===== src/rtl/core/scancode_to_ascii_decoder_core_assert.svh =====
// ----------------------------------------------------------------------------
// Scancode decoder assertion macros
// Shared concurrent assertion forms, clocked on clk and disabled in reset.
// ----------------------------------------------------------------------------
`ifndef SCANCODE_TO_ASCII_DECODER_CORE_ASSERT_SVH
`define SCANCODE_TO_ASCII_DECODER_CORE_ASSERT_SVH

// Consequent must hold in the same cycle as the antecedent.
`define SC2A_ASSERT_SAME(label, ante, cons) \
  label: assert property (@(posedge clk) disable iff (!rst_n) (ante) |-> (cons)) \
    else $error("scancode decoder check failed");

// Consequent must hold in the cycle after the antecedent.
`define SC2A_ASSERT_NEXT(label, ante, cons) \
  label: assert property (@(posedge clk) disable iff (!rst_n) (ante) |=> (cons)) \
    else $error("scancode decoder check failed");

`endif


===== src/rtl/core/sc2a_pkg.sv =====
// ----------------------------------------------------------------------------
// Scancode decoder package
// Types, register indexes, key codes and the set 1 translation tables.
// ----------------------------------------------------------------------------
package sc2a_pkg;

  // Configuration register indexes.
  typedef enum logic [1:0] {
    CFG_CTRL  = 2'd0,
    CFG_SHIFT = 2'd1,
    CFG_ALT   = 2'd2,
    CFG_CAPS  = 2'd3
  } cfg_idx_t;

  // Make codes of the four modifier keys.
  typedef struct packed {
    logic [6:0] ctrl_make;
    logic [6:0] shift_make;
    logic [6:0] alt_make;
    logic [6:0] caps_make;
  } cfg_t;

  // Modifier flags.
  typedef struct packed {
    logic ctrl;
    logic shift;
    logic alt;
    logic caps;
  } mods_t;

  // One decoded result.
  typedef struct packed {
    logic [6:0] key_code;
    logic [6:0] ascii_char;
    mods_t      mods;
  } res_t;

  localparam logic [6:0] CTRL_CODE_RST  = 7'd29;
  localparam logic [6:0] SHIFT_CODE_RST = 7'd42;
  localparam logic [6:0] ALT_CODE_RST   = 7'd56;
  localparam logic [6:0] CAPS_CODE_RST  = 7'd58;

  localparam logic [7:0] BACKSPACE_CODE = 8'h0E;

  localparam logic [6:0] CHAR_NONE   = 7'h00;
  localparam logic [6:0] CHAR_0      = 7'h30;
  localparam logic [6:0] CHAR_9      = 7'h39;
  localparam logic [6:0] CHAR_A_LO   = 7'h61;
  localparam logic [6:0] CHAR_Z_LO   = 7'h7A;
  localparam logic [6:0] CASE_OFFSET = 7'h20;

  // Unshifted character of a make code; CHAR_NONE for keys with no character.
  function automatic logic [6:0] base_char(input logic [6:0] code);
    logic [6:0] ch;
    begin
      case (code)
        7'h02: ch = 7'h31;  // 1
        7'h03: ch = 7'h32;
        7'h04: ch = 7'h33;
        7'h05: ch = 7'h34;
        7'h06: ch = 7'h35;
        7'h07: ch = 7'h36;
        7'h08: ch = 7'h37;
        7'h09: ch = 7'h38;
        7'h0A: ch = 7'h39;
        7'h0B: ch = 7'h30;  // 0
        7'h0C: ch = 7'h2D;  // -
        7'h0D: ch = 7'h3D;  // =
        7'h10: ch = 7'h71;  // q
        7'h11: ch = 7'h77;
        7'h12: ch = 7'h65;
        7'h13: ch = 7'h72;
        7'h14: ch = 7'h74;
        7'h15: ch = 7'h79;
        7'h16: ch = 7'h75;
        7'h17: ch = 7'h69;
        7'h18: ch = 7'h6F;
        7'h19: ch = 7'h70;  // p
        7'h1A: ch = 7'h5B;  // [
        7'h1B: ch = 7'h5D;  // ]
        7'h1C: ch = 7'h0A;  // newline
        7'h1E: ch = 7'h61;  // a
        7'h1F: ch = 7'h73;
        7'h20: ch = 7'h64;
        7'h21: ch = 7'h66;
        7'h22: ch = 7'h67;
        7'h23: ch = 7'h68;
        7'h24: ch = 7'h6A;
        7'h25: ch = 7'h6B;
        7'h26: ch = 7'h6C;  // l
        7'h27: ch = 7'h3B;  // ;
        7'h28: ch = 7'h27;  // apostrophe
        7'h29: ch = 7'h7E;  // ~
        7'h2C: ch = 7'h7A;  // z
        7'h2D: ch = 7'h78;
        7'h2E: ch = 7'h63;
        7'h2F: ch = 7'h76;
        7'h30: ch = 7'h62;
        7'h31: ch = 7'h6E;
        7'h32: ch = 7'h6D;  // m
        7'h33: ch = 7'h2C;  // ,
        7'h34: ch = 7'h2E;  // .
        7'h35: ch = 7'h2F;  // /
        7'h39: ch = 7'h20;  // space
        default: ch = CHAR_NONE;
      endcase
      return ch;
    end
  endfunction

  // Symbol above a digit key, indexed by the digit character.
  function automatic logic [6:0] digit_shift(input logic [6:0] ch);
    logic [6:0] sym;
    begin
      case (ch[3:0])
        4'd0: sym = 7'h29;  // )
        4'd1: sym = 7'h21;  // !
        4'd2: sym = 7'h40;  // @
        4'd3: sym = 7'h23;  // #
        4'd4: sym = 7'h24;  // $
        4'd5: sym = 7'h25;  // %
        4'd6: sym = 7'h5E;  // ^
        4'd7: sym = 7'h26;  // &
        4'd8: sym = 7'h2A;  // *
        4'd9: sym = 7'h28;  // (
        default: sym = ch;
      endcase
      return sym;
    end
  endfunction

endpackage


===== src/rtl/core/sc2a_if.sv =====
// ----------------------------------------------------------------------------
// Scancode decoder channel interfaces
// Valid/ready channels for scancode bytes in and decoded characters out.
// ----------------------------------------------------------------------------

// Scancode byte channel.
interface sc2a_in_if;
  logic       valid;
  logic       ready;
  logic [7:0] scan_byte;

  modport source (output valid, output scan_byte, input ready);
  modport sink   (input valid, input scan_byte, output ready);
endinterface

// Decoded character channel.
interface sc2a_out_if;
  logic       valid;
  logic       ready;
  logic [6:0] key_code;
  logic [6:0] ascii_char;
  logic       ctrl_held;
  logic       shift_held;
  logic       alt_held;
  logic       caps_on;

  modport source (output valid, output key_code, output ascii_char, output ctrl_held,
                  output shift_held, output alt_held, output caps_on, input ready);
  modport sink   (input valid, input key_code, input ascii_char, input ctrl_held,
                  input shift_held, input alt_held, input caps_on, output ready);
endinterface


===== src/rtl/core/sc2a_cfg_regs.sv =====
// ----------------------------------------------------------------------------
// Scancode decoder configuration registers
// Holds the make codes of the four modifier keys, written by index.
// ----------------------------------------------------------------------------
module sc2a_cfg_regs (
  input  logic             clk,
  input  logic             rst_n,
  input  logic             cfg_we,
  input  logic [1:0]       cfg_index,
  input  logic [6:0]       cfg_wdata,
  output sc2a_pkg::cfg_t   cfg
);

  sc2a_pkg::cfg_t cfg_r;
  sc2a_pkg::cfg_t cfg_nxt;

  // Select the register addressed by a write.
  always_comb begin
    cfg_nxt = cfg_r;
    if (cfg_we) begin
      case (sc2a_pkg::cfg_idx_t'(cfg_index))
        sc2a_pkg::CFG_CTRL:  cfg_nxt.ctrl_make  = cfg_wdata;
        sc2a_pkg::CFG_SHIFT: cfg_nxt.shift_make = cfg_wdata;
        sc2a_pkg::CFG_ALT:   cfg_nxt.alt_make   = cfg_wdata;
        sc2a_pkg::CFG_CAPS:  cfg_nxt.caps_make  = cfg_wdata;
        default:             cfg_nxt = cfg_r;
      endcase
    end
  end

  always_ff @(posedge clk) begin
    if (!rst_n) begin
      cfg_r.ctrl_make  <= sc2a_pkg::CTRL_CODE_RST;
      cfg_r.shift_make <= sc2a_pkg::SHIFT_CODE_RST;
      cfg_r.alt_make   <= sc2a_pkg::ALT_CODE_RST;
      cfg_r.caps_make  <= sc2a_pkg::CAPS_CODE_RST;
    end else begin
      cfg_r <= cfg_nxt;
    end
  end

  assign cfg = cfg_r;

endmodule


===== src/rtl/core/sc2a_decode.sv =====
// ----------------------------------------------------------------------------
// Scancode decoder translation stage
// Keeps the modifier flags and translates one registered scancode per cycle while step_en lets it move on.
// ----------------------------------------------------------------------------
module sc2a_decode (
  input  logic             clk,
  input  logic             rst_n,
  input  sc2a_pkg::cfg_t   cfg,
  input  logic [7:0]       code,
  input  logic             step_en,
  output logic             has_result,
  output sc2a_pkg::res_t   result
);

  sc2a_pkg::mods_t flags_r;
  sc2a_pkg::mods_t flags_nxt;
  logic [6:0]      base;
  logic [6:0]      ch;

  // Table lookup with shift applied to digits and shift or caps to letters.
  always_comb begin
    base = sc2a_pkg::base_char(code[6:0]);
    ch   = base;
    if (base inside {[sc2a_pkg::CHAR_0:sc2a_pkg::CHAR_9]}) begin
      if (flags_r.shift) ch = sc2a_pkg::digit_shift(base);
    end else if (base inside {[sc2a_pkg::CHAR_A_LO:sc2a_pkg::CHAR_Z_LO]}) begin
      if (flags_r.shift || flags_r.caps) ch = base - sc2a_pkg::CASE_OFFSET;
    end
  end

  // Priority decode: backspace, modifier makes, modifier breaks, then keys.
  always_comb begin
    flags_nxt  = flags_r;
    has_result = 1'b0;
    if (code == sc2a_pkg::BACKSPACE_CODE) begin
      flags_nxt = flags_r;
    end else if (code == {1'b0, cfg.ctrl_make}) begin
      flags_nxt.ctrl = 1'b1;
    end else if (code == {1'b0, cfg.shift_make}) begin
      flags_nxt.shift = 1'b1;
    end else if (code == {1'b0, cfg.alt_make}) begin
      flags_nxt.alt = 1'b1;
    end else if (code == {1'b0, cfg.caps_make}) begin
      flags_nxt.caps = ~flags_r.caps;
    end else if (code == {1'b1, cfg.ctrl_make}) begin
      flags_nxt.ctrl = 1'b0;
    end else if (code == {1'b1, cfg.shift_make}) begin
      flags_nxt.shift = 1'b0;
    end else if (code == {1'b1, cfg.alt_make}) begin
      flags_nxt.alt = 1'b0;
    end else if (!code[7]) begin
      has_result = (base != sc2a_pkg::CHAR_NONE);
    end
  end

  // Flags advance only when the stage hands its item on.
  always_ff @(posedge clk) begin
    if (!rst_n) begin
      flags_r <= '0;
    end else if (step_en) begin
      flags_r <= flags_nxt;
    end
  end

  assign result.key_code   = code[6:0];
  assign result.ascii_char = ch;
  assign result.mods       = flags_r;

endmodule


===== src/rtl/core/scancode_to_ascii_decoder_core.sv =====
// ----------------------------------------------------------------------------
// Scancode set 1 to ASCII decoder
// Translates keyboard scancode bytes into characters with modifier state.
// ----------------------------------------------------------------------------
// The block takes one scancode byte per cycle while in_ch.ready is high and
// gives at most one character per byte, held first in the input register and
// then in the result register. Modifier keys, releases, backspace and unmapped
// codes update the flags or are dropped and produce no transfer on out_ch.
// Throughput is one byte per cycle, set by the combinational table lookup and
// flag update; it drops only while out_ch.ready holds back a pending result.
// The modifier make codes are written through cfg_we, cfg_index and cfg_wdata;
// users must write them only while no byte is in flight; the block leaves that to them.
module scancode_to_ascii_decoder_core (
  input  logic        clk,
  input  logic        rst_n,
  sc2a_in_if.sink     in_ch,
  sc2a_out_if.source  out_ch,
  input  logic        cfg_we,
  input  logic [1:0]  cfg_index,
  input  logic [6:0]  cfg_wdata
);

  `include "scancode_to_ascii_decoder_core_assert.svh"

  sc2a_pkg::cfg_t cfg;
  sc2a_pkg::res_t dec_result;
  logic           dec_has_result;

  logic           s1_valid_r;
  logic           s1_valid_nxt;
  logic [7:0]     s1_byte_r;
  logic           out_valid_r;
  logic           out_valid_nxt;
  sc2a_pkg::res_t out_res_r;
  logic           step_en;
  logic           in_xfer;

  // Modifier code registers.
  sc2a_cfg_regs u_cfg_regs (
    .clk       (clk),
    .rst_n     (rst_n),
    .cfg_we    (cfg_we),
    .cfg_index (cfg_index),
    .cfg_wdata (cfg_wdata),
    .cfg       (cfg)
  );

  // Translation and modifier flags.
  sc2a_decode u_decode (
    .clk        (clk),
    .rst_n      (rst_n),
    .cfg        (cfg),
    .code       (s1_byte_r),
    .step_en    (step_en),
    .has_result (dec_has_result),
    .result     (dec_result)
  );

  // The input stage moves on unless its result finds the output still full.
  assign step_en     = s1_valid_r && (!dec_has_result || !out_valid_r || out_ch.ready);
  assign in_ch.ready = !s1_valid_r || step_en;
  assign in_xfer     = in_ch.valid && in_ch.ready;

  always_comb begin
    s1_valid_nxt = s1_valid_r;
    if (in_ch.ready) s1_valid_nxt = in_ch.valid;
  end

  always_comb begin
    out_valid_nxt = out_valid_r;
    if (step_en && dec_has_result) begin
      out_valid_nxt = 1'b1;
    end else if (out_ch.ready) begin
      out_valid_nxt = 1'b0;
    end
  end

  // Control registers.
  always_ff @(posedge clk) begin
    if (!rst_n) begin
      s1_valid_r  <= 1'b0;
      out_valid_r <= 1'b0;
    end else begin
      s1_valid_r  <= s1_valid_nxt;
      out_valid_r <= out_valid_nxt;
    end
  end

  // Payload registers.
  always_ff @(posedge clk) begin
    if (in_xfer) s1_byte_r <= in_ch.scan_byte;
    if (step_en && dec_has_result) out_res_r <= dec_result;
  end

  assign out_ch.valid      = out_valid_r;
  assign out_ch.key_code   = out_res_r.key_code;
  assign out_ch.ascii_char = out_res_r.ascii_char;
  assign out_ch.ctrl_held  = out_res_r.mods.ctrl;
  assign out_ch.shift_held = out_res_r.mods.shift;
  assign out_ch.alt_held   = out_res_r.mods.alt;
  assign out_ch.caps_on    = out_res_r.mods.caps;

  // Releases and backspace never produce a character.
  `SC2A_ASSERT_SAME(a_release_no_char, s1_valid_r && s1_byte_r[7], !dec_has_result)
  `SC2A_ASSERT_SAME(a_bksp, s1_valid_r && (s1_byte_r == sc2a_pkg::BACKSPACE_CODE), !dec_has_result)
  // A decoded character is presented in the next cycle.
  `SC2A_ASSERT_NEXT(a_char_loaded, step_en && dec_has_result, out_valid_r)
  // A held input item keeps its byte until it moves on.
  `SC2A_ASSERT_NEXT(a_s1_hold, s1_valid_r && !step_en, s1_valid_r && $stable(s1_byte_r))

endmodule


===== src/flat_wrapper.sv =====
// flat-port wrapper written by rule: the top's interface ports become plain ports
module scancode_to_ascii_decoder_core_flat 
  (clk, rst_n, cfg_we, cfg_index, cfg_wdata, in_ch_valid, in_ch_scan_byte, in_ch_ready, out_ch_valid, out_ch_key_code, out_ch_ascii_char, out_ch_ctrl_held, out_ch_shift_held, out_ch_alt_held, out_ch_caps_on, out_ch_ready);
  sc2a_in_if in_ch_i ();
  sc2a_out_if out_ch_i ();
  input  logic clk;
  input  logic rst_n;
  input  logic cfg_we;
  input  logic [1:0] cfg_index;
  input  logic [6:0] cfg_wdata;
  input wire logic [$bits(in_ch_i.valid)-1:0] in_ch_valid;
  input wire logic [$bits(in_ch_i.scan_byte)-1:0] in_ch_scan_byte;
  output wire logic [$bits(in_ch_i.ready)-1:0] in_ch_ready;
  output wire logic [$bits(out_ch_i.valid)-1:0] out_ch_valid;
  output wire logic [$bits(out_ch_i.key_code)-1:0] out_ch_key_code;
  output wire logic [$bits(out_ch_i.ascii_char)-1:0] out_ch_ascii_char;
  output wire logic [$bits(out_ch_i.ctrl_held)-1:0] out_ch_ctrl_held;
  output wire logic [$bits(out_ch_i.shift_held)-1:0] out_ch_shift_held;
  output wire logic [$bits(out_ch_i.alt_held)-1:0] out_ch_alt_held;
  output wire logic [$bits(out_ch_i.caps_on)-1:0] out_ch_caps_on;
  input wire logic [$bits(out_ch_i.ready)-1:0] out_ch_ready;
  assign in_ch_i.valid = in_ch_valid;
  assign in_ch_i.scan_byte = in_ch_scan_byte;
  assign in_ch_ready = in_ch_i.ready;
  assign out_ch_valid = out_ch_i.valid;
  assign out_ch_key_code = out_ch_i.key_code;
  assign out_ch_ascii_char = out_ch_i.ascii_char;
  assign out_ch_ctrl_held = out_ch_i.ctrl_held;
  assign out_ch_shift_held = out_ch_i.shift_held;
  assign out_ch_alt_held = out_ch_i.alt_held;
  assign out_ch_caps_on = out_ch_i.caps_on;
  assign out_ch_i.ready = out_ch_ready;
  scancode_to_ascii_decoder_core u_core (.clk(clk), .rst_n(rst_n), .in_ch(in_ch_i), .out_ch(out_ch_i), .cfg_we(cfg_we), .cfg_index(cfg_index), .cfg_wdata(cfg_wdata));
endmodule

===== config.mk =====
export PLATFORM = sky130hd
export DESIGN_NAME = scancode_to_ascii_decoder_core_flat
export DESIGN_NICKNAME = d
export VERILOG_FILES = /design/src/rtl/core/sc2a_pkg.sv /design/src/rtl/core/sc2a_if.sv /design/src/rtl/core/sc2a_cfg_regs.sv /design/src/rtl/core/sc2a_decode.sv /design/src/rtl/core/scancode_to_ascii_decoder_core.sv /design/src/flat_wrapper.sv
export VERILOG_INCLUDE_DIRS = /design/src /design/src/rtl/core
export SDC_FILE = /design/constraint.sdc
export NUM_CORES = 1
export LEC_CHECK = 0
export BUFFER_PORTS_ARGS = -buffer_cell sky130_fd_sc_hd__buf_2
export CAP_MARGIN = 10
export CORE_UTILIZATION = 54
export CTS_CLUSTER_SIZE = 12
export DETAILED_ROUTE_END_ITERATION = 8
export PLACE_DENSITY = 0.74
export SKIP_CTS_REPAIR_TIMING = 1
export SLEW_MARGIN = 10
export SYNTH_ARGS = -nofsm -noshare
export SYNTH_HDL_FRONTEND = slang
export SYNTH_SLANG_ARGS = --single-unit

===== constraint.sdc =====
create_clock -name clk -period 4.3 [get_ports clk]
set_input_delay 0.86 -clock clk [delete_from_list [all_inputs] [get_ports clk]]
set_output_delay 0.86 -clock clk [all_outputs]
set_load 0.02 [all_outputs]

; ---- Word level (Yosys, flattened, before mapping)
; Memories as Yosys holds them, arrays and structs flattened. A register that Yosys moved wholly into a read port is not among the register bits.
; Index checks and enable logic that the tools add are counted.
[op_classes]
n_addsub = 1
n_mul = 0
div = 0
magnitude_cmp = 4
eq_ne = 29
shifts = 0
mux = 29
bitwise = 5
n_reduce_logical = 27
[ops]
columns = cell, count
row1 = $pmux 7 s10, 1
row2 = $mux 7, 5
row3 = $eq 8x7->1, 4
row4 = $eq 8x8->1, 3
row5 = $mux 1, 19
row6 = $ne 2x2->1 const B, 9
row7 = $eq 4x3->1 const B, 4
row8 = $reduce_and 6->1, 2
row9 = $eq 4x2->1 const B, 2
row10 = $eq 4x4->1 const B, 2
row11 = $eq 8x4->1 const B, 1
row12 = $reduce_and 2->1, 4
row13 = $reduce_and 8->1, 1
row14 = $reduce_bool 2->1, 4
row15 = $ge 7x6->1 const B, 1
row16 = $ge 7x7->1 const B, 1
row17 = $le 7x6->1 const B, 1
row18 = $le 7x7->1 const B, 1
row19 = $reduce_and 7->1, 1
row20 = $reduce_bool 7->1, 1
row21 = $sub 7x6->7 const B, 1
row22 = $mux 6, 1
row23 = $logic_and 1x1->1, 5
row24 = $not 1->1, 5
row25 = 9 further kinds, 16
[totals]
register_bits = 60
latchBits = 0
ramBits = 0
romBits = 448
inputBits = 22
memories = 1
[memory_table]
columns = memory, words, width, rd, rd_clocked_by_memory_dff, wr, line
row1 = (no name shown), 64, 7, 1, 1, 0, sc2a_pkg.sv:56  ; case (code)

; ---- Longest topological paths before layout
[depth]
word_depth = 18
ltp_mapped = 18
ltp_nobuf = 14

; ---- Hierarchy
; A second synthesis with hierarchy kept.
[unflattened]
hier_cells = 390
area_unflattened_um2 = 3907.5
[modules_own_cells]
columns = module, n_inst, cells_each, area_each_um2, seq_area_each_um2
row1 = sc2a_decode, 1, 239, 1858.0, 80.1
row2 = sc2a_cfg_regs, 1, 113, 1151.1, 560.5
row3 = scancode_to_ascii_decoder_core, 1, 38, 898.4, 820.8

; ---- Least setup slack after synthesis
; OpenSTA, ideal clock, no wires.
[synth_timing]
path_type = input -> register
from = in out_ch_ready
to = reg with a tool-made name
setup_ps = 134
t_arrival_ps = 4066
required_time_ps = 4166
path_slack_ps = 100
path_stages = 15
n_path_buf = 3
cell_sequence = nor2b_1 > nand2_1 > or4_4 > o21ai_4 > inv_2 > buf_6 > buf_4 > buf_4 > a21o_1 > inv_1 > ha_1 > nor2_1 > mux2_2 > a221oi_1 > or4b_1
[synth_lines]
columns = item, line
row1 = start: declaration, flat_wrapper.sv:21  ; input wire logic [$bits(out_ch_i.ready)-1:0] out_ch_ready;

==> flow_summary.json <==
{
  "fp.dieH_um": 94.20,
  "static-leakage-power_nw": 2.068,
  "post-route-period-util_pct": 88.76,
  "seqPwrFrac_pct": 47.4,
  "drv_slew": 0,
  "cts_made_buffers": 9,
  "design_power_total_mw": 1.539,
  "end_kind": "flop",
  "synth-edff-count": 26,
  "crit_required_ns": 4.54,
  "num_rows": 33,
  "synth.top_cell.area_share_pct": 17.88,
  "drc": 0,
  "viasPerCell": 6.206,
  "ioPinCount": 42,
  "dpl_worst_slack_ns": 0.4753,
  "dp_hpwl_mm": 9.366,
  "core_area_um2": 8217,
  "synth_nets": 565,
  "dieArea_um2": 8874,
  "syn_area_per_cell_um2": 8.678,
  "synthFlopType": "dfxtp_1",
  "yosys.area.top_type": "dfxtp_1",
  "finalSetupTns_ns": 0,
  "hold_violations": 0,
  "synthArstFlopShare_pct": 0,
  "grt_pass1_vias": 4054,
  "period_needed_ns": 3.817,
  "initial_core_util_pct": 55.87,
  "netlist_instances": 529,
  "cts_buffer_depth": 2,
  "p_int_mw": 1.054,
  "reg2reg_slack_ns": 0.48,
  "num_vias": 4164,
  "clk_latency_ns": 0.36,
  "syn_area_um2": 4591,
  "startpoint_type": "flop",
  "grt_usage_pct": 30.73,
  "p_sw_share_pct": 31.49,
  "clkPwrFrac_pct": 32.9,
  "r2r_cells": 14,
  "worstReg2RegStart": "u_core.s1_byte_r[5]",
  "hold_start": "u_core.u_decode.result[1]",
  "drtPass1Iterations": 5,
  "grt_overflow_total": 0,
  "grt_max_degree": 35,
  "antenna_found_initial": 0,
  "crit_start": "u_core.s1_byte_r[5]",
  "cap_violations": 0,
  "combPwrFrac_pct": 19.7,
  "die_width_um": 94.20,
  "power.density_nw_per_um2": 305.5,
  "fin_ws_ns": 0.4835,
  "arrival_ns": 4.06,
  "cts_tree": "done",
  "irDropWorstVdd_mv": 0.1710,
  "place_congestion": 0.9894,
  "synthTopCellsByArea": "dfxtp_1 18%, edfxtp_1 17%, mux2i_1 7.4%",
  "portBuffers": 41,
  "finalNetCount": 597,
  "hold_class": "reg2reg",
  "yosys_register_bits": 67,
  "worst_pin_slew_ns": 0.7961,
  "cts-root-buf": "clkbuf_8",
  "clkTransAtPathRegs_ns": 0.08,
  "area_delta_synth_final_pct": 9.730,
  "clkSinkCount": 67,
  "synth.distinct_cells": 66,
  "antenna_left": 0,
  "drt-total-wl_mm": 12.69,
  "p_sw_mw": 0.4846,
  "insertedDiodeCount": 0,
  "outcome": "finished, final reports clean",
  "h-tree-depth": 3,
  "finalSetupViolCount": 0,
  "max_freq_mhz": 262.0,
  "path_class": "reg2reg",
  "layout_common_cells": "76 x nand2_1, 41 x dfxtp_1, 41 x buf_2",
  "synth-seq-area-share_pct": 34.89,
  "grt_pass1_wl_mm": 20.78,
  "wl_per_cell_um": 18.91,
  "clock_skew_ns": 0.01861,
  "drtIter0Drc": 372,
  "post_route_cells_drive_above_1_share_pct": 15.90,
  "relSlewSlack_pct": 45.55,
  "rsz0062_at_grt": "false",
  "synth-warning-count": 0,
  "path_max_fanout": 14,
  "holdPathStages": 0,
  "layout_commonest_cell": "nand2_1"
}
-- worst max-delay path, stage by stage, from the launching register on --
cell	delay, ns
edfxtp_1	0.62
xor2_1	0.23
nor4_1	0.29
nand4_1	0.25
a21oi_2	0.37
o21ai_4	0.11
inv_2	0.10
nor2_1	0.05
a21o_1	0.24
inv_1	0.21
ha_1	0.25
nor2_1	0.06
mux2_2	0.26
a221oi_1	0.22
or4b_1	0.45
-- stage by stage --
stage	instances	hold WS, ns	cell area (um2)	utilization, %
after CTS	671	0.4455	5037	61.31
after global routing	671	0.4497	5037	61.31
after detailed placement	655	0.4245	4848	59.01
final	671	0.4412	5037	61.31
after global placement	655	0.4135	4848	59.01
after floorplan	529	0.4082	4591	-
-- Yosys cell counts, types with 4 or more instances --
| master | instances |
|---|---|
| nand2_1 | 76 |
| dfxtp_1 | 41 |
| mux2i_1 | 34 |
| nor2_1 | 31 |
| edfxtp_1 | 26 |
| nand3_1 | 22 |
| inv_1 | 20 |
| xnor2_1 | 19 |
| clkbuf_1 | 18 |
| nor2b_1 | 17 |
| a21oi_1 | 16 |
| nor3_1 | 16 |
| o21ai_0 | 15 |
| ha_1 | 14 |
| xor2_1 | 13 |
| a21boi_0 | 9 |
| mux2_2 | 9 |
| nand2b_1 | 9 |
| nand4_1 | 9 |
| o211ai_1 | 9 |
| and3_1 | 8 |
| nor4_1 | 8 |
| a31oi_1 | 7 |
| and2_1 | 6 |
| buf_4 | 6 |
| nor3b_1 | 6 |
| buf_2 | 5 |
| buf_6 | 4 |
-- cell families (layout without fill, tap and decap cells) --
group           Yosys count  count (layout)  synth area share [%]
simple gates            219             219                 23.55
compound gates           96              96                 15.24
flops                    67              67                 34.89
buf+inv                  56              93                 5.887
mux                      45              45                 10.52
xor+xnor                 32              32                 6.105
fa+ha+maj                14              14                 3.816
-- worst min-delay path by stage --
| stage | slack, ns | endpoint |
|---|---|---|
| after floorplan | 0.41 | u_core.out_ch.alt_held |
| after global placement | 0.41 | u_core.out_ch.alt_held |
| after detailed placement | 0.42 | u_core.out_ch.ctrl_held |
| after CTS | 0.45 | u_core.out_ch.ctrl_held |
| after global routing | 0.45 | u_core.out_ch.alt_held |
| final | 0.44 | u_core.out_ch.alt_held |
-- per-layer routing --
metal,global-route usage [%],routed length (um)
met1,41.37,5701
met2,48.97,5705
met4,12.18,306
met5,0,0
met3,4.773,978
-- area by class of cell --
type	count	area (um2)
clock buffers	11	152.6
clock inverters	5	36.28
fillers	733	3179
inverters	21	78.83
multi-input cells	406	2719
flip-flops and latches	67	1602
well taps	105	131.4
repair buffers	56	317.8
-- power groups by stage --
stage | sequential, mW | clock [mW] | combinational, mW
final | 0.729 | 0.506 | 0.304
after global routing | 0.733 | 0.537 | 0.332
after CTS | 0.728 | 0.509 | 0.297
after detailed placement | 0.742 | 0 | 0.295
after global placement | 0.741 | 0 | 0.292
after floorplan | 0.726 | 0 | 0.225
Power figures use the tool's default switching activity.
